### config.mk
export PLATFORM = sky130hd
export DESIGN_NAME = modular_recurrence_checksum_flat
export DESIGN_NICKNAME = d
export VERILOG_FILES = /design/src/rtl/mrc_pkg.sv /design/src/rtl/mrc_if.sv /design/src/rtl/modular_recurrence_checksum.sv /design/src/rtl/mrc_in_stage.sv /design/src/rtl/mrc_term_calc.sv /design/src/flat_wrapper.sv
export SDC_FILE = /design/constraint.sdc
export NUM_CORES = 1
export LEC_CHECK = 0
export BUFFER_PORTS_ARGS = -buffer_cell sky130_fd_sc_hd__buf_2
export CORE_MARGIN = 10
export CORE_UTILIZATION = 65
export DETAILED_ROUTE_END_ITERATION = 10
export PLACE_DENSITY = 0.87
export SLEW_MARGIN = 10
export SYNTH_ARGS = -nofsm -noshare
export SYNTH_HDL_FRONTEND = slang
export SYNTH_SLANG_ARGS = --single-unit
export TNS_END_PERCENT = 10
### constraint.sdc
create_clock -name clk_i -period 18.3 [get_ports clk_i]
set_input_delay 1.83 -clock clk_i [delete_from_list [all_inputs] [get_ports clk_i]]
set_output_delay 1.83 -clock clk_i [all_outputs]
set_load 0.01 [all_outputs]
### src/rtl/mrc_pkg.sv
// ----------------------------------------------------------------------------
// mrc_pkg: shared constants, types and helpers of the modular recurrence
// checksum. Holds the field widths, the recurrence coefficients and the
// fold modulo 65535.
// ----------------------------------------------------------------------------
package mrc_pkg;

  localparam int unsigned ByteW  = 8;
  localparam int unsigned TermW  = 16;
  localparam int unsigned CoefW  = ByteW + 1;
  localparam int unsigned ProdW  = CoefW + TermW;

  localparam int unsigned FirstOffset = 7;
  localparam int unsigned AlphaMul    = 17;
  localparam int unsigned BetaMul     = 31;
  localparam int unsigned CkMod       = 65535;

  localparam logic [TermW-1:0] TermReset  = TermW'(1);
  localparam logic [ByteW-1:0] IndexReset = '0;

  // Input beat as it sits in the input register.
  typedef struct packed {
    logic             valid;
    logic [ByteW-1:0] data_byte;
    logic             last;
  } mrc_beat_t;

  // Reduce a product-sized value modulo 65535: 2^16 = 1, so add the halves
  // and take off one modulus at most.
  function automatic logic [TermW-1:0] fold_mod(input logic [ProdW-1:0] v);
    logic [TermW:0] s;
    s = (TermW+1)'(v[ProdW-1:TermW]) + (TermW+1)'(v[TermW-1:0]);
    if (s >= (TermW+1)'(CkMod)) begin
      s = s - (TermW+1)'(CkMod);
    end
    return s[TermW-1:0];
  endfunction

endpackage

### src/rtl/mrc_if.sv
// ----------------------------------------------------------------------------
// mrc_if: channel interfaces of the checksum block
// Input channel carries message bytes with a last mark; output channel
// carries the finished checksum.
// ----------------------------------------------------------------------------
interface mrc_in_if;
  logic                        valid;
  logic                        ready;
  logic [mrc_pkg::ByteW-1:0]   data_byte;
  logic                        last;

  modport source (output valid, output data_byte, output last, input ready);
  modport sink   (input valid, input data_byte, input last, output ready);
endinterface

interface mrc_out_if;
  logic                        valid;
  logic                        ready;
  logic [mrc_pkg::TermW-1:0]   checksum;

  modport source (output valid, output checksum, input ready);
  modport sink   (input valid, input checksum, output ready);
endinterface

### src/rtl/modular_recurrence_checksum.sv
// ----------------------------------------------------------------------------
// modular_recurrence_checksum: byte-stream recurrence checksum
// Runs a second-order recurrence modulo 65535 over each message and returns
// the final term on the last byte.
//
//   channel  dir  payload                   handshake
//   in_i     in   data_byte[7:0], last      valid / ready
//   out_o    out  checksum[15:0]            valid / ready
//
// One byte per cycle sustained unless a stalled output holds a last byte.
// A checksum is valid once its last byte advances: the beat sits in the
// input register while the term logic works, and the result is registered
// in the output register. The term logic (two small multiplies and the fold)
// sets the cycle time, since each term feeds the next.
// Reset puts the recurrence at the start of a message and empties both
// registers. A stalled output holds the checksum and stops only last beats;
// other bytes keep flowing.
// ----------------------------------------------------------------------------
module modular_recurrence_checksum (
  input  logic       clk_i,
  input  logic       rst_ni,
  mrc_in_if.sink     in_i,
  mrc_out_if.source  out_o
);

  localparam int unsigned ByteW = mrc_pkg::ByteW;
  localparam int unsigned TermW = mrc_pkg::TermW;

  mrc_pkg::mrc_beat_t beat;
  logic               advance;
  logic               out_free;

  logic               at_start_q, at_start_d;
  logic [ByteW-1:0]   index_q, index_d;
  logic [TermW-1:0]   older_q, older_d;
  logic [TermW-1:0]   newer_q, newer_d;
  logic [TermW-1:0]   term;
  logic [TermW-1:0]   new_newer;

  logic               out_valid_q, out_valid_d;
  logic [TermW-1:0]   checksum_q;

  mrc_in_stage u_in_stage (
    .clk_i     (clk_i),
    .rst_ni    (rst_ni),
    .in_i      (in_i),
    .advance_i (advance),
    .beat_o    (beat)
  );

  mrc_term_calc u_term_calc (
    .data_byte_i  (beat.data_byte),
    .byte_index_i (index_q),
    .older_i      (older_q),
    .newer_i      (newer_q),
    .term_o       (term)
  );

  // A last beat needs room in the output register; others never wait.
  assign out_free = !out_valid_q || out_o.ready;
  assign advance  = beat.valid && (!beat.last || out_free);

  assign new_newer = at_start_q
                   ? TermW'(beat.data_byte) + TermW'(mrc_pkg::FirstOffset)
                   : term;

  always_comb begin
    at_start_d = at_start_q;
    index_d    = index_q;
    older_d    = older_q;
    newer_d    = newer_q;
    if (advance) begin
      if (beat.last) begin
        // Message done: rewind for the next one.
        at_start_d = 1'b1;
        index_d    = mrc_pkg::IndexReset;
        older_d    = mrc_pkg::TermReset;
        newer_d    = mrc_pkg::TermReset;
      end else if (at_start_q) begin
        at_start_d = 1'b0;
        index_d    = ByteW'(1);
        older_d    = mrc_pkg::TermReset;
        newer_d    = new_newer;
      end else begin
        index_d    = index_q + ByteW'(1);
        older_d    = newer_q;
        newer_d    = new_newer;
      end
    end
  end

  always_comb begin
    out_valid_d = out_valid_q;
    if (advance && beat.last) begin
      out_valid_d = 1'b1;
    end else if (out_o.ready) begin
      out_valid_d = 1'b0;
    end
  end

  always_ff @(posedge clk_i or negedge rst_ni) begin
    if (!rst_ni) begin
      at_start_q  <= 1'b1;
      index_q     <= mrc_pkg::IndexReset;
      older_q     <= mrc_pkg::TermReset;
      newer_q     <= mrc_pkg::TermReset;
      out_valid_q <= 1'b0;
    end else begin
      at_start_q  <= at_start_d;
      index_q     <= index_d;
      older_q     <= older_d;
      newer_q     <= newer_d;
      out_valid_q <= out_valid_d;
    end
  end

  always_ff @(posedge clk_i) begin
    if (advance && beat.last) begin
      checksum_q <= new_newer;
    end
  end

  assign out_o.valid    = out_valid_q;
  assign out_o.checksum = checksum_q;

endmodule

### src/rtl/mrc_in_stage.sv
// ----------------------------------------------------------------------------
// mrc_in_stage: input register
// Captures one byte beat per cycle while the compute stage consumes them,
// and holds each beat until the compute stage consumes it.
// ----------------------------------------------------------------------------
module mrc_in_stage (
  input  logic                   clk_i,
  input  logic                   rst_ni,
  mrc_in_if.sink                 in_i,
  input  logic                   advance_i,
  output mrc_pkg::mrc_beat_t     beat_o
);

  logic                        valid_q, valid_d;
  logic [mrc_pkg::ByteW-1:0]   byte_q;
  logic                        last_q;
  logic                        take;

  assign in_i.ready = !valid_q || advance_i;
  assign take       = in_i.valid && in_i.ready;

  always_comb begin
    valid_d = valid_q;
    if (take) begin
      valid_d = 1'b1;
    end else if (advance_i) begin
      valid_d = 1'b0;
    end
  end

  always_ff @(posedge clk_i or negedge rst_ni) begin
    if (!rst_ni) begin
      valid_q <= 1'b0;
    end else begin
      valid_q <= valid_d;
    end
  end

  always_ff @(posedge clk_i) begin
    if (take) begin
      byte_q <= in_i.data_byte;
      last_q <= in_i.last;
    end
  end

  assign beat_o = '{valid: valid_q, data_byte: byte_q, last: last_q};

endmodule

### src/rtl/mrc_term_calc.sv
// ----------------------------------------------------------------------------
// mrc_term_calc: next recurrence term
// ((b + (17i mod 256)) * newer - (31i mod 256) * older) mod 65535, with a negative difference
// wrapped as a 64-bit unsigned value would be.
// ----------------------------------------------------------------------------
module mrc_term_calc (
  input  logic [mrc_pkg::ByteW-1:0] data_byte_i,
  input  logic [mrc_pkg::ByteW-1:0] byte_index_i,
  input  logic [mrc_pkg::TermW-1:0] older_i,
  input  logic [mrc_pkg::TermW-1:0] newer_i,
  output logic [mrc_pkg::TermW-1:0] term_o
);

  localparam int unsigned ByteW = mrc_pkg::ByteW;
  localparam int unsigned TermW = mrc_pkg::TermW;
  localparam int unsigned CoefW = mrc_pkg::CoefW;
  localparam int unsigned ProdW = mrc_pkg::ProdW;

  logic [ByteW-1:0] alpha;
  logic [ByteW-1:0] beta;
  logic [CoefW-1:0] coef;
  logic [ProdW-1:0] prod;
  logic [ProdW-1:0] sub;
  logic [ProdW-1:0] mag;
  logic             neg;
  logic [TermW-1:0] x;

  // Coefficients keep only the low byte of the index product.
  assign alpha = ByteW'((2*ByteW)'(byte_index_i) * (2*ByteW)'(mrc_pkg::AlphaMul));
  assign beta  = ByteW'((2*ByteW)'(byte_index_i) * (2*ByteW)'(mrc_pkg::BetaMul));
  assign coef  = CoefW'(data_byte_i) + CoefW'(alpha);

  assign prod = ProdW'(coef) * ProdW'(newer_i);
  assign sub  = ProdW'(beta) * ProdW'(older_i);
  assign neg  = prod < sub;
  assign mag  = neg ? (sub - prod) : (prod - sub);
  assign x    = mrc_pkg::fold_mod(mag);

  // Negative side: (2^16 - x) mod 65535, i.e. 1 - x folded back into range.
  always_comb begin
    if (!neg) begin
      term_o = x;
    end else if (x == '0) begin
      term_o = TermW'(1);
    end else if (x == TermW'(1)) begin
      term_o = '0;
    end else begin
      term_o = TermW'((TermW+1)'(1 << TermW) - (TermW+1)'(x));
    end
  end

endmodule

### src/flat_wrapper.sv
// flat-port wrapper written by rule: the top's interface ports become plain ports
module modular_recurrence_checksum_flat 
  (clk_i, rst_ni, in_i_valid, in_i_data_byte, in_i_last, in_i_ready, out_o_valid, out_o_checksum, out_o_ready);
  mrc_in_if in_i_i ();
  mrc_out_if out_o_i ();
  input  logic clk_i;
  input  logic rst_ni;
  input wire logic [$bits(in_i_i.valid)-1:0] in_i_valid;
  input wire logic [$bits(in_i_i.data_byte)-1:0] in_i_data_byte;
  input wire logic [$bits(in_i_i.last)-1:0] in_i_last;
  output wire logic [$bits(in_i_i.ready)-1:0] in_i_ready;
  output wire logic [$bits(out_o_i.valid)-1:0] out_o_valid;
  output wire logic [$bits(out_o_i.checksum)-1:0] out_o_checksum;
  input wire logic [$bits(out_o_i.ready)-1:0] out_o_ready;
  assign in_i_i.valid = in_i_valid;
  assign in_i_i.data_byte = in_i_data_byte;
  assign in_i_i.last = in_i_last;
  assign in_i_ready = in_i_i.ready;
  assign out_o_valid = out_o_i.valid;
  assign out_o_checksum = out_o_i.checksum;
  assign out_o_i.ready = out_o_ready;
  modular_recurrence_checksum u_core (.clk_i(clk_i), .rst_ni(rst_ni), .in_i(in_i_i), .out_o(out_o_i));
endmodule
Yosys cells after proc, flatten, opt, wreduce, memory -nomap -nowiden
Index checks and enable logic that the tools add are counted.

cells by class
  multiply operators = 4
  add/sub/neg operators = 8
  reduce and logical (&&, ||, !) cells = 12
  muxes and demuxes = 16
  magnitude comparators = 2
  equal/unequal tests = 1

operators with widths
  operator                                                count
  2-to-1 mux 16 bit                                       8
  < comparator 25 x 24 -> 1 bit                           1
  multiplier 9 x 16 -> 25 bit                             1
  2-to-1 mux 25 bit                                       1
  subtractor 24 x 25 -> 25 bit                            1
  subtractor 25 x 24 -> 25 bit                            1
  multiplier 8 x 16 -> 24 bit                             1
  adder 9 x 16 -> 17 bit                                  1
  >= comparator 17 x 16 -> 1 bit (second input constant)  1
  == test 16 x 1 -> 1 bit (second input constant)         1
  zero test 16 bit                                        1
  multiplier 8 x 5 -> 8 bit (second input constant)       2
  2-to-1 mux 8 bit                                        2
  subtractor 1 x 16 -> 16 bit (first input constant)      1
  subtractor 16 bit (second input constant)               1
  adder 8 x 3 -> 9 bit (second input constant)            1
  adder 8 x 8 -> 9 bit                                    1
  adder 8 x 1 -> 8 bit (second input constant)            1
  2-to-1 mux 1 bit                                        5
  nonzero test 2 bit                                      2
  logical AND 1 bit                                       3
  zero test 1 bit                                         3
  logical OR 1 bit                                        3

storage, ports and cells
  bits of input ports = 13
  output and inout bits = 18
  register bits after elaboration = 68

Logic depth before layout (Yosys ltp)
Gate-level depths: netlist of the first run.

  depth in word-level cells = 14
  gate-level depth with buffers = 73
  gate-level depth less buffers = 66

Hierarchy
A second synthesis of the first run with hierarchy kept.

unflattened totals
  cells, all modules = 1946
  area, all modules = 16438.3 sq um

modules (own cells, without submodules)
  module                       cells an instance  instances  area an instance (sq um)  sequential area each (sq um)
  mrc_term_calc                1739               1          13668.1                   0.0
  modular_recurrence_checksum  192                1          2431.1                    1535.2
  mrc_in_stage                 15                 1          339.1                     295.3

Worst setup path before layout of the first run
No wires, ideal clock.

  path type = reg2reg
  start point = register u_core.index_q[1]
  end point = register u_core.checksum_q[5], in the netlist u_core.out_o.checksum[5] (data pin)
  path slack = 2604 ps
  stages on the path, launching flop included = 71
  arrival time = 15544 ps
  library setup time = 152 ps
  period minus slack after synthesis = 15696 ps
  buffers on the path = 8
  cell sequence = dfrtp_1 inv_1 fa_1 inv_1 fa_1 inv_1 fa_1 inv_1 ha_1 inv_1 o21bai_1 a21oi_1 xnor2_1 clkbuf_1 nand2_1 fa_1 fa_1 fa_1 [35 not listed] o21bai_1 a21oi_1 xnor2_1 nand3_1 nor3b_1 o21ai_0 a311oi_2 o2111ai_2 buf_6 and2_1 clkbuf_1 nor2_1 a21oi_1 ha_1 or3_1 a31o_2 or3b_1 o21ai_0

between the ends
  cells in the longest elaborated chain, start to end = 13

RTL lines
  element                                                                 RTL line                                  text
  start: declaration                                                      modular_recurrence_checksum.sv:34         logic [ByteW-1:0] index_q, index_d;
  start signal: assignment                                                modular_recurrence_checksum.sv:104        index_q <= mrc_pkg::IndexReset;
  start signal: assignment                                                modular_recurrence_checksum.sv:110        index_q <= index_d;
  multiplier 8 x 5 -> 8 bit                                               mrc_term_calc.sv:29                       assign alpha = ByteW'((2*ByteW)'(byte_index_i) * (2*ByteW)'(mrc_pkg::AlphaMul));
  adder 8 x 8 -> 9 bit                                                    mrc_term_calc.sv:31                       assign coef = CoefW'(data_byte_i) + CoefW'(alpha);
  multiplier 9 x 16 -> 25 bit                                             mrc_term_calc.sv:33                       assign prod = ProdW'(coef) * ProdW'(newer_i);
  subtractor 25 x 24 -> 25 bit, or another cell as far along              mrc_term_calc.sv:36                       assign mag = neg ? (sub - prod) : (prod - sub);
  2-to-1 mux 25 bit                                                       mrc_term_calc.sv:36
  adder 9 x 16 -> 17 bit                                                  mrc_pkg.sv:32                             s = (TermW+1)'(v[ProdW-1:TermW]) + (TermW+1)'(v[TermW-1:0]);
  subtractor 16 bit or >= comparator 17 x 16 -> 1 bit (tied branches)     mrc_pkg.sv:34, mrc_pkg.sv:33
  2-to-1 mux 16 bit                                                       mrc_pkg.sv:33                             if (s >= (TermW+1)'(CkMod)) begin
  subtractor 1 x 16 -> 16 bit or == test 16 x 1 -> 1 bit (tied branches)  mrc_term_calc.sv:48, mrc_term_calc.sv:45
  2-to-1 mux 16 bit                                                       mrc_term_calc.sv:45                       end else if (x == TermW'(1)) begin
  2-to-1 mux 16 bit                                                       mrc_term_calc.sv:43                       end else if (x == '0) begin
  2-to-1 mux 16 bit *                                                     mrc_term_calc.sv:41                       if (!neg) begin
  2-to-1 mux 16 bit *                                                     modular_recurrence_checksum.sv:64         ? TermW'(beat.data_byte) + TermW'(mrc_pkg::FirstOffset)
  net u_core.new_newer[5]                                                 modular_recurrence_checksum.sv:38         logic [TermW-1:0] new_newer;
  end signal: assignment                                                  modular_recurrence_checksum.sv:119        checksum_q <= new_newer;
  end: declaration                                                        modular_recurrence_checksum.sv:41         logic [TermW-1:0] checksum_q;

The timed path passes the listed nets; every way through them passes the cells marked *.
A chain may end at the register's enable or synchronous reset.

Worst setup path after layout of the first run
  start point = register u_core.index_q[0]
  end point = register u_core.checksum_q[5], in the netlist u_core.out_o.checksum[5] (data pin)

Same word-level chain as after synthesis.

==> qor.yml, run 1 <==
run_status:
  status: "finished, final reports clean"
setup_path:
  crit_path_max_incr_delay_ns: 0.64
  crit_family: "compound AO/OA/AOI/OAI gates"
  worst-path-buf-inv: 4
  slowest_stage: "fa_1"
  cpMostUsedCell: "a21oi_1"
  end_kind: "flop"
  start_kind: "flop"
  worstSetupPathType: "flop to flop"
  cp.arrival_ns: 17.41
  crit_fanout: 25
  worstPathRequired_ns: 18.50
floorplan:
  rows: 57
  die_w_um: 179
  dieArea_sq_um: 31900
  initial_core_util_pct: 66.6
  die_h_um: 179
  io_pins: 31
  core_sq_um: 24500
global_routing:
  grt_util_all_layers_pct: 29.9
  grt_max_degree: 44
  grt_pass1_vias: 14757
  antenna_found_initial: 0
  grt_overflow_total: 0
  grt_pass1_wl_um: 76300
sta:
  fin_hold_ws_ns: 0.554
  fin_crit_sh_pct: 94.1
  relSlewSlack_pct: 17.1
  tightest_slew_ns: 1.23
  period_minus_slack_ns: 17.22
  finalHoldViolCount: 0
  final-setup-viol-count: 0
  setup-tns-final_ns: 0
  final-max-slew-violation-count: 0
  rsz0062_at_grt: "false"
  fmax_mhz: 58.1
  finalClockSkew_ns: 0.0131
synthesis:
  syn-cell-area_sq_um: 16300
  ys_seq_elements: 68
  avgSynthCellArea_sq_um: 8.38
  synth_compound_gate_area_share_pct: 17.3
  async_flop_share_pct: 63.2
  synth_edf_count: 25
  synthAdderAreaFrac_pct: 37.6
  synth_mux_area_share_pct: 0.345
  synth-xor-area-share_pct: 6.33
  synth_cells: 1948
  ys_seq_area_share_pct: 11.2
  syn_nets: 2333
  yosys.area_share.simple_pct: 18.1
  yosysWarnings: 0
  synthFlopType: "dfrtp_1"
  synth_top_family_by_area: "adder cells"
  yosysUniqueCellTypes: 95
layout:
  antenna-diode-count: 0
  layout_commonest_cell: "inv_1"
  syn_to_final_growth_pct: 4.04
  drive_above_1_share_pct: 5.61
  nets: 2306
  mostFrequentLayoutCells: "308 x inv_1, 209 x nand2_1, 198 x fa_1"
  nFillCells: 1845
placed_design:
  hpwl_um: 36600
  portBuffers: 30
  globalplace.congestion: 1.05
drt:
  drc_errors: 0
  drt_first_pass_iters: 7
  wl_per_cell_um: 20.7
  vias: 14195
  final_antenna_net_count: 0
  totalWireLength_um: 46600
  first_iter_violations: 1514
  vias_per_cell: 6.31
clock_tree:
  ctsHoldBuffers: 0
  cts-root-buf: "clkbuf_16"
  cts_sinks: 68
  htree_levels: 3
  clk_pin_slew_ns: 0.07
  cts_max_path_buffers: 2
  insertion_delay_ns: 0.36
  cts_buffers: 9
  cts_tree: "done"
hold_path:
  hold_path.class: "flop to flop"
run:
  cap_violations: 0
## synth_stat cells (4+ instances only)
master    number  share of area (%)
buf_1          7               0.16
nand3b_1       6               0.28
and3_1         7               0.27
ha_1         174                 13
buf_2          7               0.21
nand2b_1      17               0.65
clkbuf_1      64                1.5
o31ai_1        9               0.41
and2_1       138                5.3
nand3_1       20               0.61
a31oi_1        8               0.31
o211ai_1       9               0.41
fa_1         198                 24
or4_1          4               0.18
a211oi_1      15               0.69
a21boi_0       9               0.41
a31o_2         6               0.32
nor2_1        67                1.5
edfxtp_1      25                4.6
or3_1         11               0.42
o21bai_1      29                1.3
nand4_1       16               0.61
a21oi_1      114                3.5
dfrtp_1       40                6.1
inv_1        308                7.1
a21o_1        42                1.9
xnor2_1       81                4.3
nor3_1        25               0.77
o211a_1        4               0.25
or2_2          5               0.19
a22o_1        21                1.1
o22ai_1        8               0.31
o21ai_1       10               0.31
xor2_1        37                2.0
a41o_1         5               0.31
a41oi_1        5               0.27
nand2_1      209                4.8
nor2b_1       25               0.96
o21ai_0       82                2.5
## registers in the layout (all words and copies together), names as in the netlist
| register | flops |
|---|---|
| u_core.at_start_q | 1 |
| u_core.index_q | 8 |
| u_core.newer_q | 16 |
| u_core.older_q | 16 |
| u_core.out_o.checksum | 16 |
| u_core.out_o.valid | 1 |
| u_core.u_in_stage.byte_q | 8 |
| u_core.u_in_stage.last_q | 1 |
| u_core.u_in_stage.valid_q | 1 |
## final timing paths
kind                              startpoint                  endpoint  slack [ns]  cells after the start
setup reg to reg           u_core.index_q[0]  u_core.out_o.checksum[5]        1.08                     63
max in group asynchronous             rst_ni         u_core.index_q[0]       15.91                      1
setup / recovery           u_core.index_q[0]  u_core.out_o.checksum[5]        1.08                     63
min in group asynchronous             rst_ni         u_core.newer_q[1]        1.68                      1
hold reg to reg            u_core.index_q[7]         u_core.index_q[7]        0.55                      1
hold / removal             u_core.index_q[7]         u_core.index_q[7]        0.55                      1
## worst reg2reg max path, delay by kind of cell, from the launching register on
| family | cells | cell delay [ns] |
|---|---|---|
| AO/OA/AOI/OAI | 32 | 6.62 |
| AND/OR/NAND/NOR | 10 | 2.82 |
| adder cells (fa/ha/maj) | 13 | 5.73 |
| flip-flops | 1 | 0.59 |
| buffers and inverters | 4 | 0.39 |
| XOR/XNOR | 4 | 0.90 |
## routing by layer
layer	track usage (%)	up-vias	wire, um
met1	37.8	6912	18200
met3	5.79	159	4220
li1	-	6337	-
met4	11.8	0	1970
met5	0	-	0
met2	49.4	787	22200
## repair_timing
| action | 4_1_cts | 5_1_grt |
|---|---|---|
| gates resized for setup | 0 | 5 |
| setup buffers | 0 | 0 |
| endpoints found under the setup margin | 0 | 32 |
## per-stage QoR
step	instance area, sq um	cells	util (%)	worst slack (ns)
floorplan	16300	1948	-	2.60
global placement	16700	2234	67.9	1.47
CTS	17000	2250	69.1	0.650
global route	17000	2250	69.3	0.0170
detailed placement	16700	2234	67.9	0.787
finish	17000	2250	69.3	1.08
## layout make-up
class / count / area (sq um) / area share, %
timing repair buffer: 43 / 248 / 1.46
clock inverter: 7 / 82.6 / 0.486
clock buffer: 9 / 225 / 1.33
multi-input combinational: 1490 / 13000 / 76.7
inverter: 309 / 1160 / 6.83
tap: 324 / 405 / 2.39
sequential: 68 / 1830 / 10.8
## kinds of logic (layout without fill, tap and decap cells)
family | Yosys count | after routing
AO/OA/AOI/OAI | 418 | 418
XOR/XNOR | 118 | 118
adder cells (fa/ha/maj) | 372 | 372
buffers and inverters | 390 | 368
flip-flops | 68 | 68
multiplexers | 5 | 5
AND/OR/NAND/NOR | 577 | 577
Power of run 1 is not shown: default switching activity piles up to over one toggle a cycle in this logic, so the estimate is an artifact.
==> run 2, diff against run 1 <==
--- a/config.mk
+++ b/config.mk
@@ -7,2 +7,3 @@
 export LEC_CHECK = 0
+export ABC_AREA = 1
 export BUFFER_PORTS_ARGS = -buffer_cell sky130_fd_sc_hd__buf_2
--- a/constraint.sdc
+++ b/constraint.sdc
@@ -3,2 +3,2 @@
 set_output_delay 1.83 -clock clk_i [all_outputs]
-set_load 0.01 [all_outputs]
+set_load 0.05 [all_outputs]
==> qor.yml, run 2 <==
run:
  cap_violations: 0
drt:
  first_iter_violations: 1295
  drc_errors: 0
  vias_per_cell: 5.71
  wl_per_cell_um: 17.4
  final_antenna_net_count: 0
  totalWireLength_um: 44400
  vias: 14545
  drt_first_pass_iters: 8
clock_tree:
  cts_sinks: 68
  cts_max_path_buffers: 2
  ctsResizeCount: 0
  postCtsSetupBuffers: 0
  cts-root-buf: "clkbuf_16"
  ctsHoldBuffers: 0
  htree_levels: 3
  cts_tree: "done"
  cts_buffers: 9
  clk_pin_slew_ns: 0.06
  insertion_delay_ns: 0.35
floorplan:
  rows: 57
  initial_core_util_pct: 66.3
  io_pins: 31
  dieArea_sq_um: 31600
  die_w_um: 178
  die_h_um: 178
  core_sq_um: 24400
sta:
  finalHoldViolCount: 0
  fmax_mhz: 64.6
  rsz0062_at_grt: "false"
  final-setup-viol-count: 0
  period_minus_slack_ns: 15.49
  worst_slack_ns: 2.81
  setup-tns-final_ns: 0
  tightest_slew_ns: 1.06
  final-max-slew-violation-count: 0
  finalClockSkew_ns: 0.00858
  relSlewSlack_pct: 29.6
  fin_crit_sh_pct: 84.6
placed_design:
  placed_area_sq_um: 16500
  portBuffers: 30
  pre_cts_ws_ns: 2.98
  hpwl_um: 36800
  globalplace.congestion: 1.01
setup_path:
  end_kind: "flop"
  crit_fanout: 43
  start_kind: "flop"
  worstPathRequired_ns: 18.52
  slowest_stage: "dfrtp_1"
  crit_path_max_incr_delay_ns: 0.92
  rrSetupSlack_ns: 2.81
  cp.arrival_ns: 15.71
  worstSetupPathType: "flop to flop"
  cpMostUsedCell: "nand2_1"
synthesis:
  synth_commonest_cells: "515 x inv_1, 483 x nand2_1, 199 x nor2_1"
  synth_edf_count: 25
  syn-cell-area_sq_um: 16200
  avgSynthCellArea_sq_um: 7.27
  syn_nets: 2608
  synth_area_leaders: "fa_1 25%, ha_1 13%, inv_1 12%, nand2_1 11%, dfrtp_1 6.2%"
  netlist.area_leader.share_pct: 24.5
  async_flop_share_pct: 63.2
  synth_area_leader_cell: "fa_1"
  ys_seq_elements: 68
  ys_seq_area_share_pct: 11.3
  synth.most_common_cell: "inv_1"
  synthFlopType: "dfrtp_1"
  yosysUniqueCellTypes: 57
  yosysWarnings: 0
  synth_cells: 2223
global_routing:
  grt_pass1_vias: 14798
  grt_pass1_wl_um: 72500
  grt_util_all_layers_pct: 28.5
  grt_max_degree: 44
  grt_overflow_total: 0
  antenna_found_initial: 1
layout:
  layout_commonest_cell: "inv_1"
  nFillCells: 2020
  nets: 2602
  mostFrequentLayoutCells: "515 x inv_1, 483 x nand2_1, 199 x nor2_1"
  drive_above_1_share_pct: 5.27
  register_area_sq_um: 1830
  syn_to_final_growth_pct: 3.88
  multi_input_area_sq_um: 12100
  stdcell_area_sq_um: 16800
  antenna-diode-count: 0
hold_path:
  hold_path.class: "flop to flop"
run_status:
  status: "finished, final reports clean"
## run 2: cell count changes after synthesis, moves of 33 or more
cell | before | now
a21o_1 | 42 | 9
and2_1 | 138 | 2
inv_1 | 308 | 515
nand2_1 | 209 | 483
nand3_1 | 20 | 71
nor2_1 | 67 | 199
xnor2_1 | 81 | 32
## run 2: layer usage
| metal | vias up | wire, um | global-route usage, % |
|---|---|---|---|
| met3 | 164 | 4200 | 6.29 |
| li1 | 6759 | - | - |
| met4 | 2 | 2120 | 13.2 |
| met5 | - | 15 | 0 |
| met2 | 696 | 20700 | 46.9 |
| met1 | 6924 | 17300 | 35.0 |
## run 2: logic make-up after synthesis
kind of cell               count (synthesis)  share of synthesized area [%]
and+or+nand+nor                          845                           22.0
buffers and inverters                    571                           13.5
adders and majority gates                372                           38.0
AOI/OAI and AO/OA                        270                           9.90
xor gates and xnor gates                  95                           5.15
DFF                                       68                           11.3
muxes                                      2                          0.124
## run 2: per-stage QoR
stage	hold slack, ns	utilization, %	cells
finish	0.538	68.9	2546
global route	0.555	68.9	2546
CTS	0.540	68.9	2546
detailed placement	0.525	67.7	2530
global placement	0.507	67.7	2530
floorplan	0.502	-	2223
## run 2: path summary, 6_finish.rpt
path	start	to	depth (start not counted)
setup / recovery	u_core.index_q[0]	u_core.newer_q[10]	77
hold / removal	u_core.out_o.valid	u_core.out_o.valid	2
setup reg to reg	u_core.index_q[0]	u_core.newer_q[10]	77
hold reg to reg	u_core.out_o.valid	u_core.out_o.valid	2
max in group asynchronous	rst_ni	u_core.newer_q[11]	1
min in group asynchronous	rst_ni	u_core.index_q[7]	1
## run 2: critical path, delay by kind of cell (launching register included)
| family | cells | cell delay [ns] |
|---|---|---|
| buffers and inverters | 13 | 0.99 |
| xor gates and xnor gates | 2 | 0.30 |
| AOI/OAI and AO/OA | 13 | 2.25 |
| DFF | 1 | 0.92 |
| adders and majority gates | 12 | 5.17 |
| and+or+nand+nor | 37 | 5.69 |
## run 2: cell type report
type / count / share of cell area, %
Multi-Input combinational cell: 1584 / 72.3
Inverter: 521 / 11.6
Sequential cell: 68 / 10.9
Tap cell: 324 / 2.41
Clock buffer: 11 / 1.39
Timing Repair Buffer: 33 / 1.03
Clock inverter: 5 / 0.313
Power of run 2 is left out for the same reason.
